### config.mk
export PLATFORM = sky130hd
export DESIGN_NAME = edit_distance_dp_core
export DESIGN_NICKNAME = d
export VERILOG_FILES = /design/src/rtl/core/edp_pkg.sv /design/src/rtl/core/edit_distance_dp.sv
export SDC_FILE = /design/constraint.sdc
export NUM_CORES = 2
export LEC_CHECK = 0
export BUFFER_PORTS_ARGS = -buffer_cell sky130_fd_sc_hd__buf_4
export CORE_MARGIN = 1.5
export CORE_UTILIZATION = 63
export CTS_BUF_LIST = sky130_fd_sc_hd__clkbuf_2 sky130_fd_sc_hd__clkbuf_4 sky130_fd_sc_hd__clkbuf_8
export DETAILED_ROUTE_END_ITERATION = 6
export PLACE_DENSITY_LB_ADDON = 0.08
export SKIP_LAST_GASP = 1
export SLEW_MARGIN = 20
export SYNTH_ARGS = -nofsm -noshare
export SYNTH_HDL_FRONTEND = slang
export SYNTH_SLANG_ARGS = --single-unit
### constraint.sdc
create_clock -name clk -period 9.4 [get_ports clk]
set_input_delay 1.41 -clock clk [delete_from_list [all_inputs] [get_ports clk]]
set_output_delay 1.41 -clock clk [all_outputs]
set_load 0.01 [all_outputs]
### src/rtl/core/edp_pkg.sv
`timescale 1ns / 1ps
`default_nettype none

package edp_pkg;

  localparam logic [1:0] REQ_LOAD_FIRST  = 2'd0;
  localparam logic [1:0] REQ_LOAD_SECOND = 2'd1;
  localparam logic [1:0] REQ_COMPUTE     = 2'd2;

  localparam int unsigned DIST_MAX = 127;

  typedef enum logic [2:0] {
    S_IDLE,
    S_INIT,
    S_ROW,
    S_CELL,
    S_DONE
  } state_t;

endpackage

`default_nettype wire

### src/rtl/core/edit_distance_dp.sv
`timescale 1ns / 1ps
`default_nettype none

// One request at a time. Load request: ready again the next cycle, no result.
// Compute request (lengths n, m after clamping): row init writes cost 0..m,
// then each row runs a row-start state and a sweep of cells 1..m, then the
// done state loads the output register once it is free. One cell per cycle
// through the shared min/compare unit and the cost row's single write port.
// Reset (rst_n, synchronous) clears the sequencer and output valid only.
module edit_distance_dp_core #(
  parameter int MAX_LEN = 64
) (
  input  wire logic       clk,
  input  wire logic       rst_n,
  input  wire logic       in_valid,
  output logic            in_ready,
  input  wire logic [1:0] in_req_type,
  input  wire logic [5:0] in_index,
  input  wire logic [7:0] in_symbol,
  input  wire logic [6:0] in_first_len,
  input  wire logic [6:0] in_second_len,
  output logic            out_valid,
  input  wire logic       out_ready,
  output logic [6:0]      out_distance
);

  localparam int CW = $clog2(MAX_LEN + 1);
  localparam int AW = (MAX_LEN > 1) ? $clog2(MAX_LEN) : 1;
  localparam int DW = (CW > 7) ? CW : 7;

  logic [7:0]    first_mem  [MAX_LEN];
  logic [7:0]    second_mem [MAX_LEN];
  logic [CW-1:0] cost_mem   [MAX_LEN+1];

  edp_pkg::state_t state_r, state_nxt;
  logic [CW-1:0] n_r, n_nxt;
  logic [CW-1:0] m_r, m_nxt;
  logic [CW-1:0] i_r, i_nxt;
  logic [CW-1:0] j_r, j_nxt;
  logic [CW-1:0] diag_r, diag_nxt;
  logic [CW-1:0] left_r, left_nxt;
  logic          out_valid_r, out_valid_nxt;
  logic [6:0]    out_dist_r, out_dist_nxt;

  logic [7:0]    fs_rd_r;
  logic [7:0]    ss_rd_r;
  logic [CW-1:0] cr_rd_r;

  logic          fs_we, ss_we, fs_re, cr_we;
  logic [AW-1:0] wr_addr;
  logic [AW-1:0] fs_raddr;
  logic [AW-1:0] ss_raddr;
  logic [CW-1:0] rd_col;
  logic [CW-1:0] cr_waddr;
  logic [CW-1:0] cr_wdata;
  logic          idx_ok;
  logic [CW-1:0] n_clamp, m_clamp;
  logic [CW-1:0] min_a, min_b, cell_val;
  logic [6:0]    dist_sat;

  // shared min/compare unit
  always_comb begin
    min_a    = (diag_r < cr_rd_r) ? diag_r : cr_rd_r;
    min_b    = (min_a < left_r) ? min_a : left_r;
    cell_val = (fs_rd_r == ss_rd_r) ? diag_r : min_b + 1'b1;
  end

  always_comb begin
    idx_ok   = 32'(in_index) < MAX_LEN;
    wr_addr  = AW'(in_index);
    n_clamp  = (DW'(in_first_len) > DW'(MAX_LEN)) ? CW'(MAX_LEN) : CW'(in_first_len);
    m_clamp  = (DW'(in_second_len) > DW'(MAX_LEN)) ? CW'(MAX_LEN) : CW'(in_second_len);
    dist_sat = (DW'(left_r) > DW'(edp_pkg::DIST_MAX)) ? 7'(edp_pkg::DIST_MAX)
                                                        : 7'(left_r);
  end

  always_comb begin
    state_nxt     = state_r;
    n_nxt         = n_r;
    m_nxt         = m_r;
    i_nxt         = i_r;
    j_nxt         = j_r;
    diag_nxt      = diag_r;
    left_nxt      = left_r;
    out_valid_nxt = out_valid_r && !out_ready;
    out_dist_nxt  = out_dist_r;
    in_ready      = 1'b0;
    fs_we         = 1'b0;
    ss_we         = 1'b0;
    fs_re         = 1'b0;
    cr_we         = 1'b0;
    cr_waddr      = j_r;
    cr_wdata      = j_r;
    fs_raddr      = AW'(i_r - 1'b1);
    rd_col        = CW'(1);
    case (state_r)
      edp_pkg::S_IDLE: begin
        in_ready = 1'b1;
        if (in_valid) begin
          case (in_req_type)
            edp_pkg::REQ_LOAD_FIRST:  fs_we = idx_ok;
            edp_pkg::REQ_LOAD_SECOND: ss_we = idx_ok;
            edp_pkg::REQ_COMPUTE: begin
              n_nxt     = n_clamp;
              m_nxt     = m_clamp;
              j_nxt     = '0;
              state_nxt = edp_pkg::S_INIT;
            end
            default: ;
          endcase
        end
      end
      edp_pkg::S_INIT: begin
        cr_we    = 1'b1;
        cr_waddr = j_r;
        cr_wdata = j_r;
        if (j_r == m_r) begin
          left_nxt  = m_r;
          i_nxt     = CW'(1);
          state_nxt = (n_r == '0) ? edp_pkg::S_DONE : edp_pkg::S_ROW;
        end else begin
          j_nxt = j_r + 1'b1;
        end
      end
      edp_pkg::S_ROW: begin
        cr_we    = 1'b1;
        cr_waddr = '0;
        cr_wdata = i_r;
        fs_re    = 1'b1;
        diag_nxt = i_r - 1'b1;
        left_nxt = i_r;
        j_nxt    = CW'(1);
        rd_col   = CW'(1);
        if (m_r == '0) begin
          if (i_r == n_r) begin
            state_nxt = edp_pkg::S_DONE;
          end else begin
            i_nxt = i_r + 1'b1;
          end
        end else begin
          state_nxt = edp_pkg::S_CELL;
        end
      end
      edp_pkg::S_CELL: begin
        cr_we    = 1'b1;
        cr_waddr = j_r;
        cr_wdata = cell_val;
        left_nxt = cell_val;
        diag_nxt = cr_rd_r;
        if (j_r == m_r) begin
          rd_col = j_r;
          if (i_r == n_r) begin
            state_nxt = edp_pkg::S_DONE;
          end else begin
            i_nxt     = i_r + 1'b1;
            state_nxt = edp_pkg::S_ROW;
          end
        end else begin
          rd_col = j_r + 1'b1;
          j_nxt  = j_r + 1'b1;
        end
      end
      edp_pkg::S_DONE: begin
        if (!out_valid_r || out_ready) begin
          out_valid_nxt = 1'b1;
          out_dist_nxt  = dist_sat;
          state_nxt     = edp_pkg::S_IDLE;
        end
      end
      default: state_nxt = edp_pkg::S_IDLE;
    endcase
  end

  always_comb begin
    ss_raddr = AW'(rd_col - 1'b1);
  end

  always_ff @(posedge clk) begin
    if (fs_we) begin
      first_mem[wr_addr] <= in_symbol;
    end
    if (fs_re) begin
      fs_rd_r <= first_mem[fs_raddr];
    end
  end

  always_ff @(posedge clk) begin
    if (ss_we) begin
      second_mem[wr_addr] <= in_symbol;
    end
    ss_rd_r <= second_mem[ss_raddr];
  end

  always_ff @(posedge clk) begin
    if (cr_we) begin
      cost_mem[cr_waddr] <= cr_wdata;
    end
    cr_rd_r <= cost_mem[rd_col];
  end

  always_ff @(posedge clk) begin
    if (!rst_n) begin
      state_r     <= edp_pkg::S_IDLE;
      out_valid_r <= 1'b0;
    end else begin
      state_r     <= state_nxt;
      out_valid_r <= out_valid_nxt;
    end
  end

  always_ff @(posedge clk) begin
    n_r        <= n_nxt;
    m_r        <= m_nxt;
    i_r        <= i_nxt;
    j_r        <= j_nxt;
    diag_r     <= diag_nxt;
    left_r     <= left_nxt;
    out_dist_r <= out_dist_nxt;
  end

  assign out_valid    = out_valid_r;
  assign out_distance = out_dist_r;

  a_cell_col: assert property (@(posedge clk) disable iff (!rst_n)
    state_r == edp_pkg::S_CELL |-> j_r != '0 && j_r <= m_r)
    else $error("cell column out of range");

  a_row_idx: assert property (@(posedge clk) disable iff (!rst_n)
    (state_r == edp_pkg::S_ROW || state_r == edp_pkg::S_CELL)
      |-> i_r != '0 && i_r <= n_r)
    else $error("row index out of range");

  a_cell_bound: assert property (@(posedge clk) disable iff (!rst_n)
    state_r == edp_pkg::S_CELL |-> DW'(cell_val) <= DW'(MAX_LEN))
    else $error("cell cost exceeds length bound");

  a_done_out: assert property (@(posedge clk) disable iff (!rst_n)
    state_r == edp_pkg::S_DONE && (!out_valid_r || out_ready) |=> out_valid_r)
    else $error("finished compute gave no result");

endmodule

`default_nettype wire
# Yosys cells after proc, flatten, opt, wreduce, memory -nomap -nowiden
# Memories as Yosys holds them, arrays and structs flattened. A register that Yosys moved wholly into a read port is not among the register bits.
# Index checks and enable logic that the tools add are counted.
[classes]
add_sub_neg = 5
order_cmp = 5
n_eq_ne = 16
muxes = 45
n_reduce_logical = 19
[op_table]
columns = ["operator", "count"]
rows = [
  ["two-way mux 7 bit", 13],
  ["one-hot mux 7 bit (3 select lines)", 3],
  ["one-hot mux 7 bit (2 select lines)", 2],
  ["two-way mux 3 bit", 9],
  ["adder 7 x 1 -> 7 bit, second input constant", 3],
  ["> comparator 7 bit, second input constant", 3],
  ["two-way mux 1 bit", 17],
  ["one-hot mux 3 bit (5 select lines)", 1],
  ["== test 7 bit", 2],
  ["zero test 7 bit", 2],
  ["less-than comparator 7 bit", 2],
  ["inequality test 2 bit, second input constant", 5],
  ["== test 8 bit", 1],
  ["subtractor 7 x 1 -> 7 bit, second input constant", 1],
  ["== test 3 x 2 -> 1 bit, second input constant", 2],
  ["AND reduction 3 bit", 2],
  ["AND reduction 6 bit", 1],
  ["nonzero test 3 bit", 2],
  ["subtractor 6 x 1 -> 6 bit, second input constant", 1],
  ["AND reduction 2 bit", 2],
  ["AND reduction 4 bit", 1],
  ["== test 3 x 1 -> 1 bit, second input constant", 1],
  ["== test 3 bit, second input constant", 1],
  ["zero test 3 bit", 1],
  ["other kinds (11)", 12],
]
[totals]
reg_bits = 53
mem_bits_rw = 1479
input_bits = 34
output_inout_bits = 9
word_cells = 102
mem_count = 3
[memory_table]
columns = ["memory", "words", "width", "read_ports", "rd_ports_with_merged_regs", "write_ports", "line", "text"]
rows = [
  ["first_mem", 64, 8, 1, 1, 1, "edit_distance_dp.sv:31", "logic [7:0] first_mem [MAX_LEN];"],
  ["second_mem", 64, 8, 1, 1, 1, "edit_distance_dp.sv:32", "logic [7:0] second_mem [MAX_LEN];"],
  ["cost_mem", 65, 7, 1, 1, 1, "edit_distance_dp.sv:33", "logic [CW-1:0] cost_mem [MAX_LEN+1];"],
]

# Depth between registers and ports, before layout
[logic_depth]
depth_word = 7
mapped_depth = 23
mapped_depth_nobuf = 22

# Worst setup path after synthesis
# No wires, ideal clock.
[synth_timing]
kind = "reg-to-reg"
startpoint = "register diag_r[4]"
endpoint = "memory cost_mem[0][6] (netlist name), data pin"
setup_time_ns = 0.351
arrival_time_ns = 5.552
required_time_ns = 9.049
path_slack_ns = 3.497
stages_incl_launch_ff = 22
path_buffers = 1
path_cell_list = "edfxtp_1 -> ha_1 -> a21o_1 -> a21oi_1 -> o21ai_0 -> a21oi_2 -> mux2_2 -> ha_1 -> a21o_1 -> a21o_1 -> a21o_1 -> nor2_1 -> nor2_1 -> a211oi_1 -> ha_1 -> clkbuf_1 -> nand3_1 -> nor3_1 -> xnor2_1 -> a221oi_1 -> a21oi_1 -> a21o_1"
[synth_via]
elab_chain_len = 7
[synth_lines]
columns = ["item", "line", "text"]
rows = [
  ["from (decl)", "edit_distance_dp.sv:40", "logic [CW-1:0] diag_r, diag_nxt;"],
  ["from (signal assigned)", "edit_distance_dp.sv:216", "diag_r <= diag_nxt;"],
  ["less-than comparator 7 bit", "edit_distance_dp.sv:63", "min_a = (diag_r < cr_rd_r) ? diag_r : cr_rd_r;"],
  ["two-way mux 7 bit *", "edit_distance_dp.sv:63", ""],
  ["less-than comparator 7 bit", "edit_distance_dp.sv:64", "min_b = (min_a < left_r) ? min_a : left_r;"],
  ["two-way mux 7 bit *", "edit_distance_dp.sv:64", ""],
  ["adder 7 x 1 -> 7 bit *", "edit_distance_dp.sv:65", "cell_val = (fs_rd_r == ss_rd_r) ? diag_r : min_b + 1'b1;"],
  ["two-way mux 7 bit *", "edit_distance_dp.sv:65", ""],
  ["one-hot mux 7 bit (2 select lines) *", "edit_distance_dp.sv:96", "case (state_r)"],
  ["named net cr_wdata[6]", "edit_distance_dp.sv:55", "logic [CW-1:0] cr_wdata;"],
  ["to (decl)", "edit_distance_dp.sv:33", ""],
]
# The timed path passes the listed nets; every way through them passes the cells marked *.

# Worst setup path in the final report
[layout_timing]
startpoint = "register diag_r[1]"
endpoint = "memory cost_mem[50][6] (netlist name), data pin"
# Same word-level chain as after synthesis.

==> impl_metrics.env <==
export IMPL_synth_edf_count=1536
export IMPL_ys_warn_count=0
export IMPL_required_ns=9.98
export IMPL_wirelength_um=145000
export IMPL_fin_setup_tns_ns=0
export IMPL_power_switching_mw=2.98
export IMPL_multi_input_area_um2=15000
export IMPL_p_int_mw=10.7
export IMPL_ant_nets=0
export IMPL_clk_pin_slew_ns=0.06
export IMPL_synth_seq_cells=1555
export IMPL_routedLengthMet1_um=59600
export IMPL_core_um2=98300
export IMPL_cts_path_max_buffers=3
export IMPL_wl_met3_um=15200
export IMPL_slew_viol_final=0
export IMPL_power_frac_comb_pct=4.9
export IMPL_cts_setup_buffers=0
export IMPL_slew_headroom_pct=21.9
export IMPL_critPathBufInv=0
export IMPL_peakVddDrop_mv=0.153
export IMPL_leakagePower_nw=21.9
export IMPL_die_x_um=318
export IMPL_place_congestion=0.903
export IMPL_fin_ws_ns=2.87
export IMPL_finalSetupViolations=0
export IMPL_grt_antenna_before_repair=4
export IMPL_max_freq_ghz=0.153
export IMPL_crit_top_cell="a21o_1"
export IMPL_critical_path_top_delay_family="compound AO/OA/AOI/OAI gates"
export IMPL_numCtsBuffers=231
export IMPL_rows=115
export IMPL_cp_slowest_cell="a211oi_1"
export IMPL_post_place_ws_ns=2.59
export IMPL_ff_latch_area_um2=46500
export IMPL_synth_nets=3571
export IMPL_grt_start_max_net_pins=102
export IMPL_timing_worst_setup_path_type="reg2reg"
export IMPL_clkPwrFrac_pct=38.4
export IMPL_h_tree_depth=4
export IMPL_reg2regPathDepth=20
export IMPL_holdPathStages=0
export IMPL_holdWs_ns=0.532
export IMPL_cts_sinks=1555
export IMPL_wl_met2_um=67800
export IMPL_postCtsHoldBufs=0
export IMPL_power_mw=13.7
export IMPL_start_util_pct=63.5
export IMPL_die_area_um2=101000
export IMPL_die_y_um=318
export IMPL_dp_hpwl_um=90000
export IMPL_cp_depth=20
export IMPL_min_period_ns=6.53
export IMPL_ioPinCount=43
export IMPL_power_density_nw_per_um2=200
export IMPL_crit_chain="ha_1, a21o_1, a21oi_1, o21ai_0, a21oi_2, mux2_2, ha_1, a21o_1, a21o_1, a21o_1, nor2_1, nor2_1, a211oi_1, ha_1, nand3_1, nor3_1, xnor2_1, a221oi_1, a21oi_1, a21o_4"
export IMPL_ys_seq_area_share_pct=74.6
export IMPL_rsz0062_at_grt="false"
export IMPL_cts_root_buf="clkbuf_8"
export IMPL_top_layer_used="met5"
export IMPL_path_max_fanout=65
export IMPL_fill_cells=6198
export IMPL_start_kind="flop"
export IMPL_synthCells=3520
export IMPL_ctsResizeCount=0
export IMPL_grt_pass1_wl_um=216000
export IMPL_critical_path_startpoint="diag_r[1]"
export IMPL_nNetsFinal=3703
export IMPL_drtPass1Iterations=6
export IMPL_synth_top_flop_cell="edfxtp_1"
export IMPL_finalHoldViolCount=0
export IMPL_cts_tree="done"
export IMPL_track_usage_pct=29.3
export IMPL_grt_pass1_vias=33400
export IMPL_drive_gt1_share_pct=21.6
export IMPL_cp_arrival_ns=7.11
export IMPL_tightest_slew_ns=1.17
export IMPL_routedWlPerCell_um=28.4
export IMPL_port_buffers=42
export IMPL_synthArstFlopShare_pct=0
export IMPL_status="finished, final reports clean"
export IMPL_avgViaCountPerCell=6.55
export IMPL_yosysUniqueCellTypes=81
export IMPL_vias=33500
export IMPL_clk_insertion_delay_late_ns=0.89
export IMPL_area_delta_synth_final_pct=9.65
export IMPL_r2r_start="diag_r[1]"
export IMPL_worstSetupEndpointType="flop"
export IMPL_drtIter0Drc=3982
export IMPL_max_stage_delay_ns=0.72
export IMPL_switching_share_pct=21.8
export IMPL_synth_area_per_cell_um2=17.7
export IMPL_overflow=0
export IMPL_synth_area_um2=62400
export IMPL_hold_start="left_r[6]"
export IMPL_pwr_share_seq_pct=56.7
export IMPL_drv_cap=0
export IMPL_drc=0
export IMPL_hold_class="reg2reg"
export IMPL_period_share_pct=69.4
export IMPL_skew_ns=0.0315
[power groups by stage]
stage	clock network (mW)	registers, mW	logic, mW
floorplan	0	7.88	0.372
global placement	0	7.90	0.642
detailed placement	0	7.90	0.663
CTS	5.30	7.75	0.665
global route	5.59	7.75	0.715
finish	5.25	7.75	0.675
[final timing paths]
kind                     endpoint  slack [ns]
setup reg to reg  cost_mem[50][6]        2.87
hold / removal    out_distance[6]        0.53
setup / recovery  cost_mem[50][6]        2.87
hold reg to reg   out_distance[6]        0.53
[stage by stage]
stage,util (%),area [um^2],std cells
after floorplan,-,62400,3520
after global placement,65.0,63900,4706
after detailed placement,65.1,63900,4706
after CTS,69.5,68300,5110
after global routing,69.6,68400,5111
final,69.6,68400,5111
[layout make-up]
| class | count | share of cell area, % |
|---|---|---|
| Timing Repair Buffer | 97 | 1.09 |
| Multi-Input combinational cell | 1739 | 21.9 |
| Tap cell | 1287 | 2.36 |
| Sequential cell | 1555 | 68.0 |
| Clock inverter | 81 | 0.725 |
| Antenna cell | 1 | 0.00366 |
| Inverter | 28 | 0.179 |
| Clock buffer | 323 | 5.72 |
[layer usage]
layer  track usage, %  up-vias
li1                 -    14200
met1             43.7    17200
met2             44.2     1810
met3             7.29      208
met4             7.47        4
met5                0        -
[layout by cell type (no fill, tap or decap), types with 26 or more instances in the layout]
cell type | synthesis | routed
inv_1 | 26 | 26
nor2_1 | 279 | 278
nor3_1 | 31 | 27
clkinv_1 | 0 | 53
clkbuf_8 | 0 | 238
o22ai_1 | 26 | 26
a31oi_1 | 31 | 31
clkbuf_4 | 0 | 85
a21oi_1 | 57 | 57
nand2_1 | 456 | 453
edfxtp_1 | 1536 | 1536
buf_4 | 21 | 95
and3_1 | 40 | 40
nand4_1 | 27 | 27
nand3_1 | 124 | 124
mux4_2 | 321 | 321
mux2i_1 | 49 | 49
[state kept, by name, summed over array words and instances, names as in the netlist, 8 cells and up]
register	flops
ss_rd_r	8
fs_rd_r	8
first_mem	512
second_mem	512
cost_mem	455
[worst reg2reg max path, cell delays in order, from the launching register on]
cell and delay [ns]:
edfxtp_1 0.47, ha_1 0.33, a21o_1 0.16, a21oi_1 0.13, o21ai_0 0.23, a21oi_2 0.55, mux2_2 0.44, ha_1 0.30
a21o_1 0.19, a21o_1 0.17, a21o_1 0.20, nor2_1 0.20, nor2_1 0.11, a211oi_1 0.72, ha_1 0.45, nand3_1 0.17
nor3_1 0.22, xnor2_1 0.15, a221oi_1 0.09, a21oi_1 0.36, a21o_4 0.54
[Yosys cell counts, types with 27 or more instances]
cell	number	share of area [%]
buf_2	37	0.30
and3_1	40	0.40
a31oi_1	31	0.31
mux2i_1	49	0.79
clkbuf_1	110	0.66
nand2_1	456	2.7
nor2_1	279	1.7
nor3_1	31	0.25
mux4_2	321	12
a21oi_1	57	0.46
nand3_1	124	1.0
edfxtp_1	1536	74
nand4_1	27	0.27
[cell families (layout without fill, tap and decap cells)]
logic type	count (synthesis)	in the layout	share of synthesized area, %
AOI/OAI and AO/OA	250	250	2.78
xor gates and xnor gates	46	46	0.730
adders and majority gates	17	17	0.341
buffers and inverters	226	529	1.63
DFF	1555	1555	74.6
muxes	381	381	12.6
other	0	1	0
and+or+nand+nor	1045	1045	7.35
Power figures use the tool's default switching activity.
